--- src/hdl/metsub_pkg.sv ---
// ============================================================================
// metsub_pkg - shared constants and helpers for the subdivision level block
// Holds the tick resolution, derived widths and the trailing-zero count.
// ============================================================================
`timescale 1ns / 1ps
`default_nettype none

package metsub_pkg;

	// Tick resolution of one quarter note.
	localparam int TICKS_PER_QUARTER = 480;
	// Length of a whole note in ticks; the denominator unit is this over the denominator.
	localparam int WHOLE_TICKS       = 4 * TICKS_PER_QUARTER;

	localparam int TICK_W  = 24;
	localparam int DEN_W   = 7;
	localparam int LEVEL_W = 5;
	localparam int MAXL_W  = 4;
	localparam int UNIT_W  = $clog2(WHOLE_TICKS + 1);
	localparam int DVS_W   = (UNIT_W > DEN_W) ? UNIT_W : DEN_W;
	localparam int LVL_W   = $clog2(UNIT_W + 2);
	localparam int CNT_W   = $clog2(TICK_W);

	localparam int LEVEL_MAX = 15;
	localparam int LEVEL_NEG = 16;
	localparam int MAXL_MAX  = 15;

	// Configuration register indexes and reset values.
	localparam logic REG_METER_DEN = 1'b0;
	localparam logic [DEN_W-1:0] METER_DEN_RESET = DEN_W'(4);

	// Number of exact halvings of a nonzero unit length, saturated.
	function automatic logic [MAXL_W-1:0] trailing_zeros(input logic [UNIT_W-1:0] u);
		logic [LVL_W-1:0] n;
		n = '0;
		for (int i = UNIT_W - 1; i >= 0; i--) begin
			if (u[i]) begin
				n = LVL_W'(i);
			end
		end
		if (32'(n) > MAXL_MAX) begin
			return MAXL_W'(MAXL_MAX);
		end
		return MAXL_W'(n);
	endfunction

endpackage

`default_nettype wire

--- src/hdl/metsub_div.sv ---
// ============================================================================
// metsub_div - shared restoring divider
// Produces quotient and remainder of a tick-wide dividend, one bit per cycle.
// ============================================================================
`timescale 1ns / 1ps
`default_nettype none

module metsub_div (
	input  wire logic                             clk,
	input  wire logic                             arst_n,
	input  wire logic                             go,
	input  wire logic [metsub_pkg::TICK_W-1:0]    dividend,
	input  wire logic [metsub_pkg::DVS_W-1:0]     divisor,
	output logic                                  done,
	output logic [metsub_pkg::TICK_W-1:0]         quotient,
	output logic [metsub_pkg::DVS_W-1:0]          remainder
);

	logic                            run_q;
	logic                            done_q;
	logic [metsub_pkg::CNT_W-1:0]    cnt_q;
	logic [metsub_pkg::TICK_W-1:0]   quo_q;
	logic [metsub_pkg::DVS_W-1:0]    rem_q;
	logic [metsub_pkg::DVS_W-1:0]    dvs_q;
	logic [metsub_pkg::DVS_W:0]      trial;
	logic [metsub_pkg::DVS_W:0]      diff;
	logic                            fits;

	// One restoring step: bring down the next dividend bit and try the subtract.
	always_comb begin
		trial = {rem_q, quo_q[metsub_pkg::TICK_W-1]};
		diff  = trial - {1'b0, dvs_q};
		fits  = (trial >= {1'b0, dvs_q});
	end

	always_ff @(posedge clk or negedge arst_n) begin
		if (!arst_n) begin
			run_q  <= 1'b0;
			done_q <= 1'b0;
			cnt_q  <= '0;
			quo_q  <= '0;
			rem_q  <= '0;
			dvs_q  <= '0;
		end else begin
			done_q <= 1'b0;
			if (go) begin
				run_q <= 1'b1;
				quo_q <= dividend;
				rem_q <= '0;
				dvs_q <= divisor;
				cnt_q <= metsub_pkg::CNT_W'(metsub_pkg::TICK_W - 1);
			end else if (run_q) begin
				quo_q <= {quo_q[metsub_pkg::TICK_W-2:0], fits};
				rem_q <= fits ? diff[metsub_pkg::DVS_W-1:0] : trial[metsub_pkg::DVS_W-1:0];
				if (cnt_q == '0) begin
					run_q  <= 1'b0;
					done_q <= 1'b1;
				end else begin
					cnt_q <= cnt_q - 1'b1;
				end
			end
		end
	end

	assign done      = done_q;
	assign quotient  = quo_q;
	assign remainder = rem_q;

endmodule

`default_nettype wire

--- src/hdl/metsub_halve.sv ---
// ============================================================================
// metsub_halve - quotient and remainder update when the unit is halved
// For an even unit u, t / (u/2) = 2q + (r >= u/2) and the remainder folds down.
// ============================================================================
`timescale 1ns / 1ps
`default_nettype none

module metsub_halve (
	input  wire logic [metsub_pkg::TICK_W-1:0] quo_in,
	input  wire logic [metsub_pkg::UNIT_W-1:0] rem_in,
	input  wire logic [metsub_pkg::UNIT_W-1:0] unit,
	output logic [metsub_pkg::TICK_W-1:0]      quo_out,
	output logic [metsub_pkg::UNIT_W-1:0]      rem_out
);

	logic [metsub_pkg::UNIT_W-1:0] half;
	logic                          upper;

	always_comb begin
		half    = {1'b0, unit[metsub_pkg::UNIT_W-1:1]};
		upper   = (rem_in >= half);
		quo_out = {quo_in[metsub_pkg::TICK_W-2:0], upper};
		rem_out = upper ? (rem_in - half) : rem_in;
	end

endmodule

`default_nettype wire

--- src/hdl/metric_subdivision_level.sv ---
// ============================================================================
// metric_subdivision_level - metric subdivision level of a tick or tick range
// Finds the first halving level of the denominator unit that fits the request.
// ============================================================================
//
// Channel   Signals                                   Direction  Handshake
// --------  ----------------------------------------  ---------  -------------------------
// config    psel penable pwrite paddr pwdata prdata   in/out     APB write in access phase
// command   start operation tick_start tick_end       in         start high, busy low
// result    valid level found_tick max_level          out        valid for one cycle
//
// The shared divider runs once for the unit length, once for the tick start and, in
// range mode, once for the range end. After the divisions each level takes one step
// of compare and subtract; at most seven halving levels are walked. Reset clears
// the sequencer and loads a denominator of 4. Results cannot be stalled; busy stays
// high from the accepting edge until the cycle the result is shown.
//
// The unit length is whole-note ticks over the denominator (zero counts as one, a
// zero unit counts as one). Halving an even unit lets each quotient double plus one
// bit and each remainder fold down, so no division is repeated per level. The last
// grid tick below the range end is (end - 1) minus its remainder by the unit.
// ============================================================================
`timescale 1ns / 1ps
`default_nettype none

module metric_subdivision_level (
	input  wire logic                                clk,
	input  wire logic                                arst_n,
	// Configuration port
	input  wire logic                                psel,
	input  wire logic                                penable,
	input  wire logic                                pwrite,
	input  wire logic [2:0]                          paddr,
	input  wire logic [31:0]                         pwdata,
	output logic [31:0]                              prdata,
	output logic                                     pready,
	// Command channel
	input  wire logic                                start,
	output logic                                     busy,
	input  wire logic                                operation,
	input  wire logic [metsub_pkg::TICK_W-1:0]       tick_start,
	input  wire logic [metsub_pkg::TICK_W-1:0]       tick_end,
	// Result channel
	output logic                                     valid,
	output logic signed [metsub_pkg::LEVEL_W-1:0]    level,
	output logic [metsub_pkg::TICK_W-1:0]            found_tick,
	output logic [metsub_pkg::MAXL_W-1:0]            max_level
);

	typedef enum logic [2:0] {
		ST_IDLE,
		ST_UNIT,
		ST_T1,
		ST_T2,
		ST_LEVEL
	} state_t;

	state_t                              state_q;
	logic [metsub_pkg::DEN_W-1:0]        meter_den_q;
	logic                                op_q;
	logic [metsub_pkg::TICK_W-1:0]       t1_q;
	logic [metsub_pkg::TICK_W-1:0]       t2_q;
	logic [metsub_pkg::UNIT_W-1:0]       unit_q;
	logic [metsub_pkg::TICK_W-1:0]       n_q;
	logic [metsub_pkg::TICK_W-1:0]       m_q;
	logic [metsub_pkg::UNIT_W-1:0]       rn_q;
	logic [metsub_pkg::UNIT_W-1:0]       rm_q;
	logic [metsub_pkg::LVL_W-1:0]        lvl_q;
	logic [metsub_pkg::MAXL_W-1:0]       maxl_q;
	logic                                go_q;
	logic [metsub_pkg::TICK_W-1:0]       dvd_q;
	logic [metsub_pkg::DVS_W-1:0]        dvs_q;
	logic                                valid_q;
	logic [metsub_pkg::LEVEL_W-1:0]      level_q;
	logic [metsub_pkg::TICK_W-1:0]       found_q;

	logic                                div_done;
	logic [metsub_pkg::TICK_W-1:0]       div_quo;
	logic [metsub_pkg::DVS_W-1:0]        div_rem;

	logic [metsub_pkg::TICK_W-1:0]       n_nx;
	logic [metsub_pkg::TICK_W-1:0]       m_nx;
	logic [metsub_pkg::UNIT_W-1:0]       rn_nx;
	logic [metsub_pkg::UNIT_W-1:0]       rm_nx;

	logic                                cfg_wr;
	logic [metsub_pkg::DEN_W-1:0]        den_eff;
	logic [metsub_pkg::UNIT_W-1:0]       unit_div;
	logic                                match;
	logic [metsub_pkg::LVL_W-1:0]        lvl_inc;
	logic [metsub_pkg::LEVEL_W-1:0]      level_pos;
	logic [metsub_pkg::LEVEL_W-1:0]      level_neg;
	logic [metsub_pkg::TICK_W-1:0]       grid_tick;

	// Configuration register; the byte offset within a word is ignored.
	assign pready = 1'b1;
	assign cfg_wr = psel && penable && pwrite && (paddr[2] == metsub_pkg::REG_METER_DEN);

	always_ff @(posedge clk or negedge arst_n) begin
		if (!arst_n) begin
			meter_den_q <= metsub_pkg::METER_DEN_RESET;
		end else if (cfg_wr) begin
			meter_den_q <= pwdata[metsub_pkg::DEN_W-1:0];
		end
	end

	always_comb begin
		if (paddr[2] == metsub_pkg::REG_METER_DEN) begin
			prdata = {{(32 - metsub_pkg::DEN_W){1'b0}}, meter_den_q};
		end else begin
			prdata = '0;
		end
	end

	// Shared divider and the two halving steps.
	metsub_div u_div (
		.clk       (clk),
		.arst_n    (arst_n),
		.go        (go_q),
		.dividend  (dvd_q),
		.divisor   (dvs_q),
		.done      (div_done),
		.quotient  (div_quo),
		.remainder (div_rem)
	);

	metsub_halve u_halve_start (
		.quo_in  (n_q),
		.rem_in  (rn_q),
		.unit    (unit_q),
		.quo_out (n_nx),
		.rem_out (rn_nx)
	);

	metsub_halve u_halve_end (
		.quo_in  (m_q),
		.rem_in  (rm_q),
		.unit    (unit_q),
		.quo_out (m_nx),
		.rem_out (rm_nx)
	);

	always_comb begin
		den_eff  = (meter_den_q == '0) ? metsub_pkg::DEN_W'(1) : meter_den_q;
		unit_div = (div_quo[metsub_pkg::UNIT_W-1:0] == '0) ?
			metsub_pkg::UNIT_W'(1) : div_quo[metsub_pkg::UNIT_W-1:0];
		// Range mode matches when a grid point lies strictly above the start and
		// below the end; single-tick mode matches when the unit divides the tick.
		if (op_q) begin
			match = (t2_q > t1_q) && (m_q > n_q);
		end else begin
			match = (rn_q == '0);
		end
		lvl_inc = lvl_q + 1'b1;
		if (32'(lvl_q) > metsub_pkg::LEVEL_MAX) begin
			level_pos = metsub_pkg::LEVEL_W'(metsub_pkg::LEVEL_MAX);
		end else begin
			level_pos = metsub_pkg::LEVEL_W'(lvl_q);
		end
		if (32'(lvl_inc) > metsub_pkg::LEVEL_NEG) begin
			level_neg = metsub_pkg::LEVEL_W'(0) - metsub_pkg::LEVEL_W'(metsub_pkg::LEVEL_NEG);
		end else begin
			level_neg = metsub_pkg::LEVEL_W'(0) - metsub_pkg::LEVEL_W'(lvl_inc);
		end
		grid_tick = t2_q - 1'b1 - {{(metsub_pkg::TICK_W - metsub_pkg::UNIT_W){1'b0}}, rm_q};
	end

	// Sequencer: two divisions on the shared divider, three in range mode, then one level per cycle.
	always_ff @(posedge clk or negedge arst_n) begin
		if (!arst_n) begin
			state_q <= ST_IDLE;
			op_q    <= 1'b0;
			t1_q    <= '0;
			t2_q    <= '0;
			unit_q  <= '0;
			n_q     <= '0;
			m_q     <= '0;
			rn_q    <= '0;
			rm_q    <= '0;
			lvl_q   <= '0;
			maxl_q  <= '0;
			go_q    <= 1'b0;
			dvd_q   <= '0;
			dvs_q   <= '0;
			valid_q <= 1'b0;
			level_q <= '0;
			found_q <= '0;
		end else begin
			go_q    <= 1'b0;
			valid_q <= 1'b0;
			unique case (state_q)
				ST_IDLE: begin
					if (start) begin
						op_q    <= operation;
						t1_q    <= tick_start;
						t2_q    <= tick_end;
						lvl_q   <= '0;
						dvd_q   <= metsub_pkg::TICK_W'(metsub_pkg::WHOLE_TICKS);
						dvs_q   <= metsub_pkg::DVS_W'(den_eff);
						go_q    <= 1'b1;
						state_q <= ST_UNIT;
					end
				end
				ST_UNIT: begin
					if (div_done) begin
						unit_q  <= unit_div;
						maxl_q  <= metsub_pkg::trailing_zeros(unit_div);
						dvd_q   <= t1_q;
						dvs_q   <= metsub_pkg::DVS_W'(unit_div);
						go_q    <= 1'b1;
						state_q <= ST_T1;
					end
				end
				ST_T1: begin
					if (div_done) begin
						n_q  <= div_quo;
						rn_q <= div_rem[metsub_pkg::UNIT_W-1:0];
						if (op_q) begin
							dvd_q   <= t2_q - 1'b1;
							go_q    <= 1'b1;
							state_q <= ST_T2;
						end else begin
							state_q <= ST_LEVEL;
						end
					end
				end
				ST_T2: begin
					if (div_done) begin
						m_q     <= div_quo;
						rm_q    <= div_rem[metsub_pkg::UNIT_W-1:0];
						state_q <= ST_LEVEL;
					end
				end
				ST_LEVEL: begin
					if (match) begin
						valid_q <= 1'b1;
						level_q <= level_pos;
						found_q <= op_q ? grid_tick : '0;
						state_q <= ST_IDLE;
					end else if (unit_q[0]) begin
						// An odd unit cannot be halved exactly: report minus the next level.
						valid_q <= 1'b1;
						level_q <= level_neg;
						found_q <= '0;
						state_q <= ST_IDLE;
					end else begin
						lvl_q  <= lvl_inc;
						unit_q <= {1'b0, unit_q[metsub_pkg::UNIT_W-1:1]};
						n_q    <= n_nx;
						rn_q   <= rn_nx;
						m_q    <= m_nx;
						rm_q   <= rm_nx;
					end
				end
				default: begin
					state_q <= ST_IDLE;
				end
			endcase
		end
	end

	assign busy       = (state_q != ST_IDLE);
	assign valid      = valid_q;
	assign level      = level_q;
	assign found_tick = found_q;
	assign max_level  = maxl_q;

endmodule

`default_nettype wire

--- config.mk ---
export PLATFORM = sky130hd
export DESIGN_NAME = metric_subdivision_level
export DESIGN_NICKNAME = d
export VERILOG_FILES = /design/src/hdl/metsub_pkg.sv /design/src/hdl/metsub_div.sv /design/src/hdl/metsub_halve.sv /design/src/hdl/metric_subdivision_level.sv
export SDC_FILE = /design/constraint.sdc
export NUM_CORES = 1
export LEC_CHECK = 0
export ABC_CLOCK_PERIOD_IN_PS = 3550
export BUFFER_PORTS_ARGS = -buffer_cell sky130_fd_sc_hd__buf_2
export CAP_MARGIN = 20
export CORE_MARGIN = 4
export CORE_UTILIZATION = 50
export CTS_CLUSTER_DIAMETER = 50
export CTS_CLUSTER_SIZE = 16
export DETAILED_ROUTE_END_ITERATION = 6
export PLACE_DENSITY = 0.72
export SYNTH_ARGS = -nofsm -noshare
export SYNTH_HDL_FRONTEND = slang
export SYNTH_SLANG_ARGS = --single-unit
--- constraint.sdc ---
create_clock -name clk -period 3.55 [get_ports clk]
set_clock_uncertainty 0.1 [all_clocks]
set_input_delay 0.5325 -clock clk [delete_from_list [all_inputs] [get_ports clk]]
set_output_delay 0.5325 -clock clk [all_outputs]
set_load 0.01 [all_outputs]
==> results.yml <==
clock_tree:
  cts_buffers: 34
  clock_sinks: 267
  cts_htree_levels: 2
  cts_buffer_depth: 3
  cts_tree: "done"
  cts_root_buf: "clkbuf_16"
  clk_latency_ns: 0.52
  cts.clk_slew.worst_paths_ns: 0.07
die:
  start_util_pct: 50.8
  die_h_um: 184
  rows: 64
  die_w_um: 184
  fp.dieArea_mm2: 0.0339
  core_area_mm2: 0.0306
  io_pins: 158
drt:
  wire_per_inst_um: 17.9
  first_pass_iters: 7
  drcViolationCount: 0
  vias: 12800
  vias_per_cell: 5.70
  routed_wirelength_mm: 40.3
  drtIter0Drc: 970
  ant_nets: 0
yosys:
  synth_cell_types: 78
  synth_area_per_cell_um2: 9.09
  ys_async_sr_fraction_pct: 100
  ys_dominant_reg_cell: "dfrtp_1"
  synth_seq_area_share_pct: 43.0
  synth_edf_count: 0
  netlist_area_mm2: 0.0155
  synthCells: 1709
  synth.ff_latch_count: 267
  synth_warnings: 0
place:
  post-dp-hpwl_mm: 29.5
  pre_cts_ws_ns: -0.0978
  place_area_mm2: 0.0167
  routabilityCongestion: 0.922
  io_buffers: 104
sta:
  fin_setup_tns_ns: 0
  worst_slack_ns: 0.0595
  hold_viol_final: 0
  slew_headroom_pct: 57.2
  rsz0062_at_grt: "true"
  fmax_ghz: 0.286
  finalSetupViolations: 0
  maxSlewViolCount: 0
  min_period_ns: 3.49
  worst_slew_pin_slew_ns: 0.642
  post-route-period-util_pct: 98.3
min_path:
  min_from: "tick_end[14]"
  holdPathStages: 3
  hp-class: "input pin to register"
critical_path:
  cp-startpoint: "t2_q[5]"
  crit_end: "found_tick[16]"
  crit_arrival_ns: 3.77
  critPathCaptureType: "register"
  rr_startpoint: "t2_q[5]"
  critPathKind: "register to register"
  r2r_end: "found_tick[16]"
  cp_max_fo: 4
  rrSetupSlack_ns: 0.06
  start_kind: "register"
  worstPathRequired_ns: 3.83
  rr_worst_depth: 13
cells_and_area:
  syn_to_final_growth_pct: 15.8
  final_cell_mix: "264 x dfrtp_1, 231 x nand2_1, 135 x o21ai_0"
  stdcell_area_mm2: 0.0180
  drive_above_1_share_pct: 16.3
  nNetsFinal: 2016
  antenna_cells: 0
  final_common_cell: "dfrtp_1"
global_routing:
  grt_overflow: 0
  grt_max_degree: 74
  grt_pass1_wl_mm: 65.0
  grt.total_usage_pct: 23.4
  grt_pass1_vias: 12500
  antenna_found_initial: 0
power:
  p_switching_uw: 1540
  intPower_uw: 5250
  p_per_area_mw_per_mm2: 378
  ir_drop_uv: 308
  p_comb_share_pct: 2.5
  seq_power_share_pct: 45.4
  p_leak_uw: 0.00899
  swShare_pct: 22.7
  pwr-share-clk_pct: 52.1
flow_run:
  drv_cap: 0
outcome:
  status: "finished, final reports clean"
worst max-delay path: stages, from the launching register on:
cell and delay, ns:
dfrtp_1 0.38, or4_4 0.54, or3_4 0.36, or3_4 0.41
xnor2_4 0.18, ha_4 0.29, nand2_1 0.06, a211oi_2 0.28
o21ai_2 0.14, buf_4 0.17, a31oi_4 0.17, nor2_2 0.07
xnor2_1 0.17, o2bb2ai_1 0.07
area by class of cell:
class,count,area [µm²]
inverter,109,409
clock inverter,17,196
timing repair buffer,169,1050
sequential,267,6690
fill,2670,12600
multi-input combinational,1247,8190
clock buffer,42,965
tap,396,495
state kept, by name (all words and copies together), names as in the netlist, 3 cells and up:
signal and cells:
dvd_q 24, found_tick 24, m_q 24, n_q 24, t1_q 24, t2_q 24, u_div.quotient 24, dvs_q 11
rm_q 11, rn_q 11, u_div.dvs_q 11, u_div.remainder 11, unit_q 11, meter_den_q 7, level 5, u_div.cnt_q 5
lvl_q 4, max_level 4, state_q 3
power groups by stage:
stage	combinational, µW	clock, µW	sequential (µW)
CTS	174	3590	3080
finish	169	3540	3080
global placement	169	0	3140
detailed placement	171	0	3140
global route	194	3730	3080
floorplan	74.0	0	3130
Yosys cell counts (32+ instances only):
master	instances	area share [%]
o21ai_0	137	4.4
xor2_1	32	1.8
mux2i_1	46	3.0
a21oi_1	131	4.2
xnor2_1	33	1.9
dfrtp_1	266	43
inv_1	109	2.6
a211oi_1	38	1.8
nor3_1	43	1.4
nor2_1	98	2.4
ha_1	94	7.6
clkbuf_1	77	1.9
nand2_1	232	5.6
cells by family after synthesis:
kind of cell / synth area share, %
AND/OR/NAND/NOR: 16.3
AO/OA/AOI/OAI: 17.8
flip-flops: 43.0
buffers and inverters: 5.97
adder cells (fa/ha/maj): 8.09
multiplexers: 4.99
XOR/XNOR: 3.77
other: 0.0484
worst min-delay path by stage:
stage	end
after floorplan	dvd_q[0]
after global placement	dvs_q[0]
after detailed placement	dvs_q[9]
after CTS	t2_q[14]
after global routing	t2_q[14]
final	t2_q[14]
stage by stage:
step           cells  util (%)  hold slack (ns)  total power (µW)
6_report        2247      58.8            0.106              6790
2_1_floorplan   1733         -            0.137              3200
4_1_cts         2246      58.4           0.0900              6850
3_5_place_dp    2186      54.5            0.357              3310
3_3_place_gp    2186      54.5            0.350              3310
5_1_grt         2247      58.8           0.0882              7010
timing repair:
| action | 4_1_cts | 5_1_grt |
|---|---|---|
| hold buffers | 1 | 0 |
| buffers inserted | 0 | 2 |
| setup endpoints to repair | 3 | 35 |
| endpoints found under the hold margin | 68 | 0 |
| resized for setup | 3 | 22 |
| pin swaps | 0 | 15 |
layer usage:
metal  routed length [µm]  GRT usage [%]
met5                    0              0
met4                 1030           6.30
met3                 2510           3.43
met2                18600           38.0
met1                18100           33.2
(Power assumes the default switching activity.)
